===== config.mk =====
export PLATFORM = sky130hd
export DESIGN_NAME = otd_cmd_queue
export DESIGN_NICKNAME = d
export VERILOG_FILES = /design/src/hw/rtl/otd_pkg.sv /design/src/hw/rtl/otd_cmd_queue.sv
export SDC_FILE = /design/constraint.sdc
export NUM_CORES = 1
export LEC_CHECK = 0
export ABC_AREA = 0
export BUFFER_PORTS_ARGS = -buffer_cell sky130_fd_sc_hd__buf_4
export CAP_MARGIN = 20
export CORE_ASPECT_RATIO = 0.7
export CORE_MARGIN = 3
export CORE_UTILIZATION = 30
export CTS_CLUSTER_DIAMETER = 200
export CTS_CLUSTER_SIZE = 12
export DETAILED_ROUTE_END_ITERATION = 10
export GPL_TIMING_DRIVEN = 0
export PLACE_DENSITY = 0.47
export SLEW_MARGIN = 20
export SYNTH_ARGS = -nofsm -noshare
export SYNTH_HDL_FRONTEND = slang
export SYNTH_SLANG_ARGS = --single-unit
export TNS_END_PERCENT = 10

===== constraint.sdc =====
create_clock -name clk -period 9.1 [get_ports clk]
set_input_delay 1.82 -clock clk [delete_from_list [all_inputs] [get_ports clk]]
set_output_delay 1.82 -clock clk [all_outputs]
set_load 0.05 [all_outputs]

===== src/hw/rtl/otd_pkg.sv =====
// ----------------------------------------------------------------------------
// otd_pkg: shared types and constants of the per-target outage detector
// Holds the channel payload structs, the command format between the front and
// back parts, the table entry layout and the configuration register bundle.
// ----------------------------------------------------------------------------
package otd_pkg;

  // Operation codes of an input transaction.
  localparam logic [1:0] OP_PROBE    = 2'd0;
  localparam logic [1:0] OP_GAP      = 2'd1;
  localparam logic [1:0] OP_FINALIZE = 2'd2;

  // Configuration register indexes.
  localparam logic [1:0] REG_FAIL_THRESHOLD = 2'd0;
  localparam logic [1:0] REG_MIN_OUTAGE_MS  = 2'd1;
  localparam logic [1:0] REG_TRIGGER_TRACE  = 2'd2;
  localparam logic [1:0] REG_TOTAL_TARGETS  = 2'd3;

  // Result kinds.
  localparam logic KIND_OPENED = 1'b0;
  localparam logic KIND_CLOSED = 1'b1;

  // Widespread test: more than WIDE_MIN_TARGETS targets and at least
  // WIDE_PCT percent of them failing.
  localparam int unsigned PCT_SCALE        = 100;
  localparam int unsigned WIDE_PCT         = 75;
  localparam int unsigned WIDE_MIN_TARGETS = 2;

  typedef struct packed {
    logic [1:0]  operation;
    logic [5:0]  tgt;
    logic [47:0] time_ms;
    logic        failed;
  } in_item_t;

  typedef struct packed {
    logic        kind;
    logic [31:0] event_number;
    logic [5:0]  report_target;
    logic [47:0] start_ms;
    logic [47:0] end_ms;
    logic [31:0] sent_count;
    logic [31:0] lost_count;
    logic        widespread;
    logic        trace_taken;
    logic        last;
  } out_item_t;

  typedef struct packed {
    logic [15:0] fail_limit;
    logic [31:0] min_dur_ms;
    logic        trigger_trace;
    logic [6:0]  tgt_count;
  } cfg_t;

  typedef enum logic [1:0] {
    CMD_PROBE = 2'd0,
    CMD_GAP   = 2'd1,
    CMD_FIN   = 2'd2
  } cmd_op_t;

  typedef struct packed {
    cmd_op_t     op;
    logic [5:0]  target;
    logic [47:0] time_ms;
    logic        failed;
  } cmd_t;

  // One row of the per-target table.
  typedef struct packed {
    logic [15:0] fail_run;
    logic [47:0] run_start;
    logic [47:0] outage_start;
    logic [31:0] sent;
    logic [31:0] lost;
    logic        wide;
    logic        trace;
    logic [47:0] last_seen;
  } entry_t;

endpackage


===== src/hw/rtl/otd_cmd_queue.sv =====
// ----------------------------------------------------------------------------
// otd_cmd_queue: front part of the outage detector
// Accepts input transactions, drops those that do nothing and queues the rest
// as commands in a two-entry queue for the table engine.
// ----------------------------------------------------------------------------
module otd_cmd_queue #(
  parameter int unsigned TARGETS = 64
) (
  input  logic              clk,
  input  logic              rst_n,
  input  logic              in_valid,
  output logic              in_ready,
  input  otd_pkg::in_item_t in_data,
  output logic              cmd_valid,
  input  logic              cmd_ready,
  output otd_pkg::cmd_t     cmd
);

  otd_pkg::cmd_t q_r [2];
  logic          wp_r;
  logic          rp_r;
  logic [1:0]    cnt_r;
  logic          keep;
  logic          push;
  logic          pop;
  otd_pkg::cmd_t cls;

  // Classify: probes for targets outside the table and unknown codes vanish.
  always_comb begin
    cls.target  = in_data.tgt;
    cls.time_ms = in_data.time_ms;
    cls.failed  = in_data.failed;
    cls.op      = otd_pkg::CMD_PROBE;
    keep        = 1'b0;
    unique case (in_data.operation)
      otd_pkg::OP_PROBE: begin
        cls.op = otd_pkg::CMD_PROBE;
        keep   = 32'(in_data.tgt) < TARGETS;
      end
      otd_pkg::OP_GAP: begin
        cls.op = otd_pkg::CMD_GAP;
        keep   = 1'b1;
      end
      otd_pkg::OP_FINALIZE: begin
        cls.op = otd_pkg::CMD_FIN;
        keep   = 1'b1;
      end
      default: keep = 1'b0;
    endcase
  end

  assign in_ready  = cnt_r != 2'd2;
  assign cmd_valid = cnt_r != 2'd0;
  assign cmd       = q_r[rp_r];
  assign push      = in_valid && in_ready && keep;
  assign pop       = cmd_valid && cmd_ready;

  always_ff @(posedge clk) begin
    if (push) begin
      q_r[wp_r] <= cls;
    end
  end

  always_ff @(posedge clk) begin
    if (!rst_n) begin
      wp_r  <= 1'b0;
      rp_r  <= 1'b0;
      cnt_r <= 2'd0;
    end else begin
      if (push) begin
        wp_r <= ~wp_r;
      end
      if (pop) begin
        rp_r <= ~rp_r;
      end
      cnt_r <= cnt_r + 2'(push) - 2'(pop);
    end
  end

endmodule


==> flow_metrics.env, run 1 <==
export IMPL_clock_latency_ps=400
export IMPL_end_kind="output port"
export IMPL_rsz0062_at_grt="false"
export IMPL_fmax_mhz=283
export IMPL_cts_hold_buf=0
export IMPL_synth_top_family_by_area="multiplexers"
export IMPL_worstSetupPathType="flip-flop to output port"
export IMPL_synth_most_common_cell="edfxtp_1"
export IMPL_num_antenna_cells=0
export IMPL_async_flop_share_pct=0
export IMPL_multi_input_area_um2=836
export IMPL_grt_max_degree=31
export IMPL_syn_area_per_cell_um2=20.9
export IMPL_place_hpwl_um=5840
export IMPL_cp_buffers_inverters=3
export IMPL_cts_path_max_buffers=2
export IMPL_crit_slowest_cell="mux2_2"
export IMPL_row_count=36
export IMPL_tightest_slew_ps=511
export IMPL_start_util_pct=31.1
export IMPL_p_leak_nw=2.29
export IMPL_slew_violations=0
export IMPL_worstHoldPathCells=2
export IMPL_hold_end="rp_r"
export IMPL_reg2reg_to="q_r[0][6]"
export IMPL_synthAdderAreaFrac_pct=0.284
export IMPL_synth_area_top_cells="edfxtp_1 78%, mux2_2 15%, dfxtp_1 2.3%, buf_6 0.77%, and2_1 0.57%"
export IMPL_seq_area_um2=3520
export IMPL_cts_sinks=119
export IMPL_clk_pin_slew_ps=50
export IMPL_antenna_found_initial=0
export IMPL_drtIter0Drc=103
export IMPL_min_from="rp_r"
export IMPL_placed_area_um2=5640
export IMPL_viasPerCell=4.23
export IMPL_syn_area_um2=4400
export IMPL_numCtsBuffers=17
export IMPL_cap_violations=0
export IMPL_synthFlopType="edfxtp_1"
export IMPL_die_width_um=151
export IMPL_post_cts_setup_buffers=0
export IMPL_wl_per_cell_um=15.8
export IMPL_power_mw=1.81
export IMPL_grt_util_all_layers_pct=11.1
export IMPL_synth_xor_area_share_pct=0.398
export IMPL_cts_root_buf="clkbuf_16"
export IMPL_grt_use_met1_pct=14.4
export IMPL_fin_area_um2=6190
export IMPL_path_max_fanout=10
export IMPL_met3_usage_pct=5.93
export IMPL_final_nets=414
export IMPL_cts_resized=0
export IMPL_setup_viol=0
export IMPL_synth_edf_count=114
export IMPL_gp_congestion=0.670
export IMPL_detail_route_antenna_nets=0
export IMPL_r2r_start="cnt_r[0]"
export IMPL_ios=120
export IMPL_cp_common_cell="buf_4"
export IMPL_firstDrtPassIters=4
export IMPL_power_density_nw_per_um2=293
export IMPL_die_h_um=107
export IMPL_path_delay_family="buffers and inverters"
export IMPL_hold_viol=0
export IMPL_period_minus_slack_ps=3530
export IMPL_grt_remaining_overflow=0
export IMPL_grt_busiest_layer="met2"
export IMPL_layout_worst_path_cycle_share_pct=38.8
export IMPL_critPathMaxStageDelay_ps=350
export IMPL_core_um2=14100
export IMPL_tritoncts="done"
export IMPL_hp_class="flip-flop to flip-flop"
export IMPL_port_buffers=119
export IMPL_slew_headroom_pct=65.8
export IMPL_setup_tns_final_ps=0
export IMPL_grt_pass1_vias=2493
export IMPL_ys_seq_elements=119
export IMPL_worst_slack_ps=5570
export IMPL_wl_um=8730
export IMPL_clock_skew_final_ps=7.56
export IMPL_ir_worst_vdd_uv=142
export IMPL_r2r_slack_ps=7250
export IMPL_required_ps=7280
export IMPL_rr_worst_depth=5
export IMPL_cp_cell_sequence="buf_4 > buf_6 > mux2_2 > buf_4"
export IMPL_gr_usage_met2_pct=16.4
export IMPL_ys_seq_area_share_pct=80.1
export IMPL_synth_compound_area_share_pct=0.768
export IMPL_synth_mux_area_share_pct=14.8
export IMPL_yosys_area_share_simple_pct=2.45
export IMPL_ys_types=23
export IMPL_start_kind="flip-flop"
export IMPL_synthesis_nets=272
export IMPL_drc_errors=0
export IMPL_detailedPlace_worstSlack_ps=5560
export IMPL_cts_max_level=4
export IMPL_area_growth_syn_to_layout_pct=40.7
export IMPL_yosysTopAreaCell="edfxtp_1"
export IMPL_synth_cells=210
export IMPL_dieArea_um2=16200
export IMPL_fillers=1303
export IMPL_outcome="finished, final reports clean"
export IMPL_yosys_warnings=0
export IMPL_grt_pass1_wl_um=13300
export IMPL_synth_top_area_share_pct=77.8
export IMPL_synthTopCellsByCount="114 x edfxtp_1, 57 x mux2_2, 5 x dfxtp_1"
export IMPL_dr_total_vias=2337
export IMPL_critPathArrivalTime_ps=1710
export IMPL_drive_above_1_share_pct=59.2
==> metrics by stage <==
| stage | cells | utilization [%] | hold WS [ps] |
|---|---|---|---|
| finish | 553 | 43.7 | 593 |
| global route | 553 | 43.7 | 617 |
| CTS | 553 | 43.7 | 594 |
| detailed placement | 523 | 39.9 | 574 |
| global placement | 519 | 39.1 | 571 |
| floorplan | 210 | - | 552 |
==> area by class of cell <==
type,instances,share of cell area [%]
clock inverters,12,1.82
repair buffers,123,16.1
plain buffers,6,0.829
multi-input cells,85,13.5
well taps,190,3.84
flip-flops and latches,119,57.0
clock buffers,18,6.94
==> flip-flops by register name, indices dropped and copies added (netlist names), named ones only <==
name,cells
rp_r,1
cnt_r,2
wp_r,1
q_r,114
==> worst reg2reg max path, cell delays in order (launching register included) <==
cell and delay, ps:
dfxtp_1 430, nand2b_1 180, nand2_1 130, nor2_4 430, buf_16 220, buf_16 170
==> how the worst max path moves through the flow <==
stage	end	slack [ps]	depth (start not counted)
after global placement	q_r[0][40]	2180	4
after CTS	cmd[51]	5510	4
final	cmd[27]	5570	4
after global routing	cmd[51]	5460	4
after detailed placement	q_r[0][38]	5560	6
after floorplan	q_r[0][0]	4080	3
==> layer usage <==
metal | wire (µm) | vias to the layer above
met1 | 4050 | 1136
met2 | 3750 | 91
li1 | - | 1104
met5 | 0 | -
met3 | 884 | 6
met4 | 42 | 0
==> layout by cell type, fill, tap and decap left out, drive strengths merged, types with 2 or more instances in the layout <==
cell,n
buf,129
edfxtp,114
mux2,57
clkbuf,18
clkinv,7
dfxtp,5
nand2,4
and2,4
clkinvlp,3
nor2b,2
nand2b,2
xnor2,2
a21oi,2
bufinv,2
nor2,2
==> report_power, final <==
part | total, mW | switching [mW] | internal [mW]
sequential | 0.675 | 0.0145 | 0.660
clock | 0.609 | 0.215 | 0.393
combinational | 0.528 | 0.339 | 0.189
total | 1.81 | 0.569 | 1.24
==> logic make-up (layout without fill, tap and decap cells) <==
kind of cell | after synthesis | count (layout)
adder cells (fa/ha/maj) | 1 | 1
buffers and inverters | 6 | 159
flip-flops | 119 | 119
AND/OR/NAND/NOR | 19 | 19
multiplexers | 58 | 58
XOR/XNOR | 2 | 2
AO/OA/AOI/OAI | 5 | 5
(Power assumes the default switching activity.)
==> run 2, diff against run 1 <==
--- a/config.mk
+++ b/config.mk
@@ -5,7 +5,7 @@
 export SDC_FILE = /design/constraint.sdc
 export NUM_CORES = 1
 export LEC_CHECK = 0
-export ABC_AREA = 0
+export ABC_AREA = 1
 export BUFFER_PORTS_ARGS = -buffer_cell sky130_fd_sc_hd__buf_4
 export CAP_MARGIN = 20
 export CORE_ASPECT_RATIO = 0.7
@@ -15,7 +15,7 @@
 export CTS_CLUSTER_SIZE = 12
 export DETAILED_ROUTE_END_ITERATION = 10
 export GPL_TIMING_DRIVEN = 0
-export PLACE_DENSITY = 0.47
+export PLACE_DENSITY = 0.46
 export SLEW_MARGIN = 20
 export SYNTH_ARGS = -nofsm -noshare
 export SYNTH_HDL_FRONTEND = slang
==> constraint.sdc (replaced) <==
create_clock -name clk -period 3.3 [get_ports clk]
set_input_delay 0.66 -clock clk [delete_from_list [all_inputs] [get_ports clk]]
set_output_delay 0.66 -clock clk [all_outputs]
set_load 0.05 [all_outputs]
==> flow_metrics.env, run 2 <==
export IMPL_fin_util_pct=44.3
export IMPL_grt_remaining_overflow=0
export IMPL_final_nets=422
export IMPL_cp_common_cell="buf_6"
export IMPL_place_hpwl_um=5810
export IMPL_synth_cells=218
export IMPL_dr_total_vias=2334
export IMPL_clock_skew_final_ps=6.33
export IMPL_antenna_found_initial=0
export IMPL_grt_max_degree=23
export IMPL_slew_violations=0
export IMPL_slew_headroom_pct=56.2
export IMPL_grt_pass1_wl_um=13200
export IMPL_numCtsBuffers=17
export IMPL_detailedPlace_worstSlack_ps=892
export IMPL_wl_um=8500
export IMPL_synth_area_top_cells="edfxtp_1 76%, mux2_4 10%, mux2_2 6.8%, dfxtp_1 2.2%, buf_6 1.0%"
export IMPL_cts_hold_buf=0
export IMPL_cp_buffers_inverters=3
export IMPL_synthFlopType="edfxtp_1"
export IMPL_synth_edf_count=114
export IMPL_hold_viol=0
export IMPL_cts_root_buf="clkbuf_16"
export IMPL_hold_end="q_r[0][16]"
export IMPL_min_from="in_data[16]"
export IMPL_ys_types=15
export IMPL_path_max_fanout=10
export IMPL_instances_no_fill=561
export IMPL_core_um2=14300
export IMPL_rsz0062_at_grt="false"
export IMPL_cts_path_max_buffers=2
export IMPL_port_buffers=119
export IMPL_detail_route_antenna_nets=0
export IMPL_post_cts_setup_buffers=0
export IMPL_fmax_mhz=430
export IMPL_setup_viol=0
export IMPL_ys_seq_area_share_pct=78.4
export IMPL_holdWs_ps=441
export IMPL_rr_worst_depth=5
export IMPL_synthTopCellsByCount="114 x edfxtp_1, 30 x mux2_4, 27 x mux2_2"
export IMPL_drive_above_1_share_pct=57.7
export IMPL_num_antenna_cells=0
export IMPL_regMostFlops="q_r"
export IMPL_layout_worst_path_cycle_share_pct=70.4
export IMPL_synthesis_nets=280
export IMPL_yosysTopAreaCell="edfxtp_1"
export IMPL_synth_top_area_share_pct=76.2
export IMPL_yosys_warnings=0
export IMPL_critPathMaxStageDelay_ps=350
export IMPL_ir_worst_vdd_uv=380
export IMPL_area_growth_syn_to_layout_pct=40.7
export IMPL_hp_class="input pin to flip-flop"
export IMPL_drc_errors=0
export IMPL_p_leak_nw=2.44
export IMPL_worstSetupPathType="flip-flop to output port"
export IMPL_wl_met2_um=3650
export IMPL_final_cell_mix="119 x buf_4, 114 x edfxtp_1, 30 x mux2_4"
export IMPL_wl_met3_um=777
export IMPL_power_mw=5.48
export IMPL_dieArea_um2=16500
export IMPL_grt_util_all_layers_pct=10.7
export IMPL_synth_most_common_cell="edfxtp_1"
export IMPL_r2r_start="cnt_r[0]"
export IMPL_start_kind="flip-flop"
export IMPL_die_h_um=108
export IMPL_worstHoldPathCells=1
export IMPL_met1Wirelength_um=3960
export IMPL_ios=120
export IMPL_syn_area_um2=4490
export IMPL_r2r_slack_ps=1250
export IMPL_required_ps=2640
export IMPL_dpl_cell_count=531
export IMPL_drtIter0Drc=109
export IMPL_crit_slowest_cell="dfxtp_1"
export IMPL_tightest_slew_ps=656
export IMPL_cts_resized=0
export IMPL_ys_seq_elements=119
export IMPL_largest_reg_flops=114
export IMPL_wl_per_cell_um=15.1
export IMPL_mostFrequentLayoutCell="buf_4"
export IMPL_clk_pin_slew_ps=50
export IMPL_outcome="finished, final reports clean"
export IMPL_viasPerCell=4.16
export IMPL_cts_sinks=119
export IMPL_row_count=36
export IMPL_tritoncts="done"
export IMPL_async_flop_share_pct=0
export IMPL_path_delay_family="buffers and inverters"
export IMPL_grt_pass1_vias=2499
export IMPL_cts_max_level=4
export IMPL_topRoutingLayerUsed="met4"
export IMPL_start_util_pct=31.5
export IMPL_syn_area_per_cell_um2=20.6
export IMPL_end_kind="output port"
export IMPL_fillers=1241
export IMPL_top_regs="q_r x114, cnt_r x2"
export IMPL_critPathArrivalTime_ps=1660
export IMPL_die_width_um=152
export IMPL_period_minus_slack_ps=2320
export IMPL_power_density_nw_per_um2=867
export IMPL_firstDrtPassIters=4
export IMPL_clock_latency_ps=400
export IMPL_cap_violations=0
export IMPL_worst_slack_ps=976
export IMPL_gp_congestion=0.720
export IMPL_reg2reg_to="q_r[1][0]"
export IMPL_cp_cell_sequence="buf_6 > buf_6 > mux2_4 > buf_4"
-- run 2: worst max-delay path by stage --
stage | end | slack (ps) | cells after the start
final | cmd[41] | 980 | 4
after CTS | cmd[40] | 930 | 4
after global placement | q_r[0][37] | -2430 | 4
after floorplan | q_r[0][0] | -700 | 4
after global routing | cmd[41] | 880 | 4
after detailed placement | q_r[1][37] | 890 | 5
-- run 2: area by class of cell --
type	count	area [µm²]	share of cell area [%]
Clock buffer	18	429	6.79
Timing Repair Buffer	123	988	15.6
Buffer	6	55.1	0.870
Clock inverter	12	160	2.53
Inverter	10	37.5	0.593
Multi-Input combinational cell	83	893	14.1
Sequential cell	119	3520	55.7
Tap cell	190	238	3.76
-- run 2: stage by stage --
stage	TNS [ps]	area [µm²]
2_1_floorplan	-39710	4500
3_3_place_gp	-185820	5630
3_5_place_dp	0	5740
4_1_cts	0	6320
5_1_grt	0	6320
6_report	0	6320
-- run 2: metal layers --
layer | vias to the layer above | track usage, %
met5 | - | 0
met2 | 90 | 15.4
li1 | 1122 | -
met1 | 1111 | 13.5
met3 | 11 | 5.96
met4 | 0 | 4.23
-- run 2: kinds of logic after synthesis --
kind of cell               synth area share [%]
AOI/OAI and AO/OA                         0.640
DFF                                        78.4
and+or+nand+nor                            1.64
xor gates and xnor gates                  0.195
buffers and inverters                      2.06
adders and majority gates                 0.278
muxes                                      16.8
-- run 2: power by group --
group          internal [mW]  switching (mW)  total (mW)
sequential              1.86          0.0483        1.90
clock                   1.24           0.594        1.83
combinational          0.636            1.11        1.75
==> run 3, diff against run 2 <==
==> constraint.sdc (replaced) <==
create_clock -name clk -period 2.3 [get_ports clk]
set_input_delay 0.46 -clock clk [delete_from_list [all_inputs] [get_ports clk]]
set_output_delay 0.46 -clock clk [all_outputs]
set_load 0.05 [all_outputs]
==> flow_metrics.env, run 3 (synthesized netlist as in run 2, its figures left out) <==
export IMPL_cp_cell_sequence="buf_6 > buf_6 > mux2_4 > buf_4"
export IMPL_critPathMaxStageDelay_ps=360
export IMPL_fillers=1250
export IMPL_fmax_mhz=471
export IMPL_crit_slowest_cell="dfxtp_1"
export IMPL_antenna_found_initial=0
export IMPL_layout_worst_path_cycle_share_pct=92.3
export IMPL_cts_resized=0
export IMPL_grt_max_degree=22
export IMPL_outcome="finished, final reports clean"
export IMPL_wl_um=8640
export IMPL_setup_viol=0
export IMPL_drive_above_1_share_pct=58.1
export IMPL_path_max_fanout=10
export IMPL_largest_reg_flops=114
export IMPL_viasPerCell=4.19
export IMPL_end_kind="output port"
export IMPL_final_cell_mix="119 x buf_4, 114 x edfxtp_1, 30 x mux2_4"
export IMPL_ios=120
export IMPL_cp_common_cell="buf_6"
export IMPL_hold_end="q_r[0][48]"
export IMPL_holdWs_ps=235
export IMPL_p_leak_nw=2.46
export IMPL_rr_worst_depth=6
export IMPL_final_nets=422
export IMPL_hp_class="input pin to flip-flop"
export IMPL_gp_congestion=0.706
export IMPL_placed_area_um2=5740
export IMPL_port_buffers=119
export IMPL_instances_no_fill=562
export IMPL_required_ps=1840
export IMPL_r2r_start="cnt_r[0]"
export IMPL_worstHoldPathCells=1
export IMPL_reg2reg_to="q_r[1][28]"
export IMPL_drc_errors=0
export IMPL_area_growth_syn_to_layout_pct=41.5
export IMPL_die_h_um=108
export IMPL_tightest_slew_ps=736
export IMPL_ir_worst_vdd_uv=492
export IMPL_worstSetupPathType="flip-flop to output port"
export IMPL_firstDrtPassIters=4
export IMPL_grt_pass1_vias=2547
export IMPL_grt_remaining_overflow=0
export IMPL_regMostFlops="q_r"
export IMPL_clock_latency_ps=410
export IMPL_place_hpwl_um=5840
export IMPL_dpl_cell_count=531
export IMPL_slew_headroom_pct=50.8
export IMPL_r2r_slack_ps=200
export IMPL_hold_viol=0
export IMPL_grt_util_all_layers_pct=10.7
export IMPL_start_kind="flip-flop"
export IMPL_power_density_nw_per_um2=1260
export IMPL_grt_pass1_wl_um=13300
export IMPL_cts_max_level=4
export IMPL_row_count=36
export IMPL_die_width_um=152
export IMPL_dieArea_um2=16500
export IMPL_detail_route_antenna_nets=0
export IMPL_cts_root_buf="clkbuf_16"
export IMPL_drtIter0Drc=166
export IMPL_cap_violations=0
export IMPL_post_cts_setup_buffers=0
export IMPL_dr_total_vias=2355
export IMPL_numCtsBuffers=17
export IMPL_critPathArrivalTime_ps=1660
export IMPL_wl_per_cell_um=15.4
export IMPL_slew_violations=0
export IMPL_core_um2=14300
export IMPL_start_util_pct=31.5
export IMPL_min_from="in_data[48]"
export IMPL_num_antenna_cells=0
export IMPL_tritoncts="done"
export IMPL_cts_path_max_buffers=2
export IMPL_clk_pin_slew_ps=60
export IMPL_mostFrequentLayoutCell="buf_4"
export IMPL_cts_sinks=119
export IMPL_fin_area_um2=6360
export IMPL_rsz0062_at_grt="false"
export IMPL_cts_hold_buf=0
export IMPL_clock_skew_final_ps=10.3
export IMPL_period_minus_slack_ps=2120
export IMPL_top_regs="q_r x114, cnt_r x2"
-- run 3: cell types whose count changed in the layout (fill, tap and decap cells not counted), sizes merged --
cell and change:
bufinv +1, clkinvlp -1, clkbuf +1
-- run 3: final cells by class --
class / count / area [µm²] / share of cell area, %
Multi-Input combinational cell: 83 / 901 / 14.2
Clock inverter: 12 / 183 / 2.87
Inverter: 10 / 37.5 / 0.590
Timing Repair Buffer: 123 / 988 / 15.5
Tap cell: 190 / 238 / 3.74
Buffer: 6 / 55.1 / 0.866
Sequential cell: 119 / 3520 / 55.4
Clock buffer: 19 / 433 / 6.81
-- run 3: through the flow --
stage	utilization [%]	power, mW	worst slack, ps	TNS (ps)
after floorplan	-	4.58	85.8	0
after global placement	39.6	5.27	-543	-60840
after detailed placement	40.2	5.34	8.27	0
after CTS	44.5	8.14	125	0
after global routing	44.5	8.35	6.31	0
final	44.5	8.02	178	0
-- run 3: routing by layer --
layer | global-route usage, % | share of wire (%)
met5 | 0 | 0
met4 | 4.23 | 1.1
met3 | 5.72 | 8.7
met2 | 15.5 | 45
met1 | 13.7 | 46
-- run 3: worst max-delay path, delay by kind of cell, from the launching register on --
kind / cells / cell delay, ps
buffers and inverters: 3 / 570
DFF: 1 / 360
muxes: 1 / 320
-- run 3: how the worst max path moves through the flow --
stage | startpoint | endpoint | slack (ps) | depth (start not counted)
6_report | flip-flop | cmd[26] | 180 | 4
4_1_cts | flip-flop | cmd[46] | 120 | 4
2_1_floorplan | cnt_r[0] | q_r[1][0] | 90 | 4
3_5_place_dp | in_data[55] | q_r[1][34] | 8 | 6
3_3_place_gp | in_data[55] | q_r[1][37] | -540 | 4
5_1_grt | cnt_r[0] | q_r[1][28] | 6 | 6
-- run 3: where the power goes --
group / internal (mW) / switching [mW]
clock network: 1.89 / 0.876
registers: 2.66 / 0.0708
logic: 0.915 / 1.60
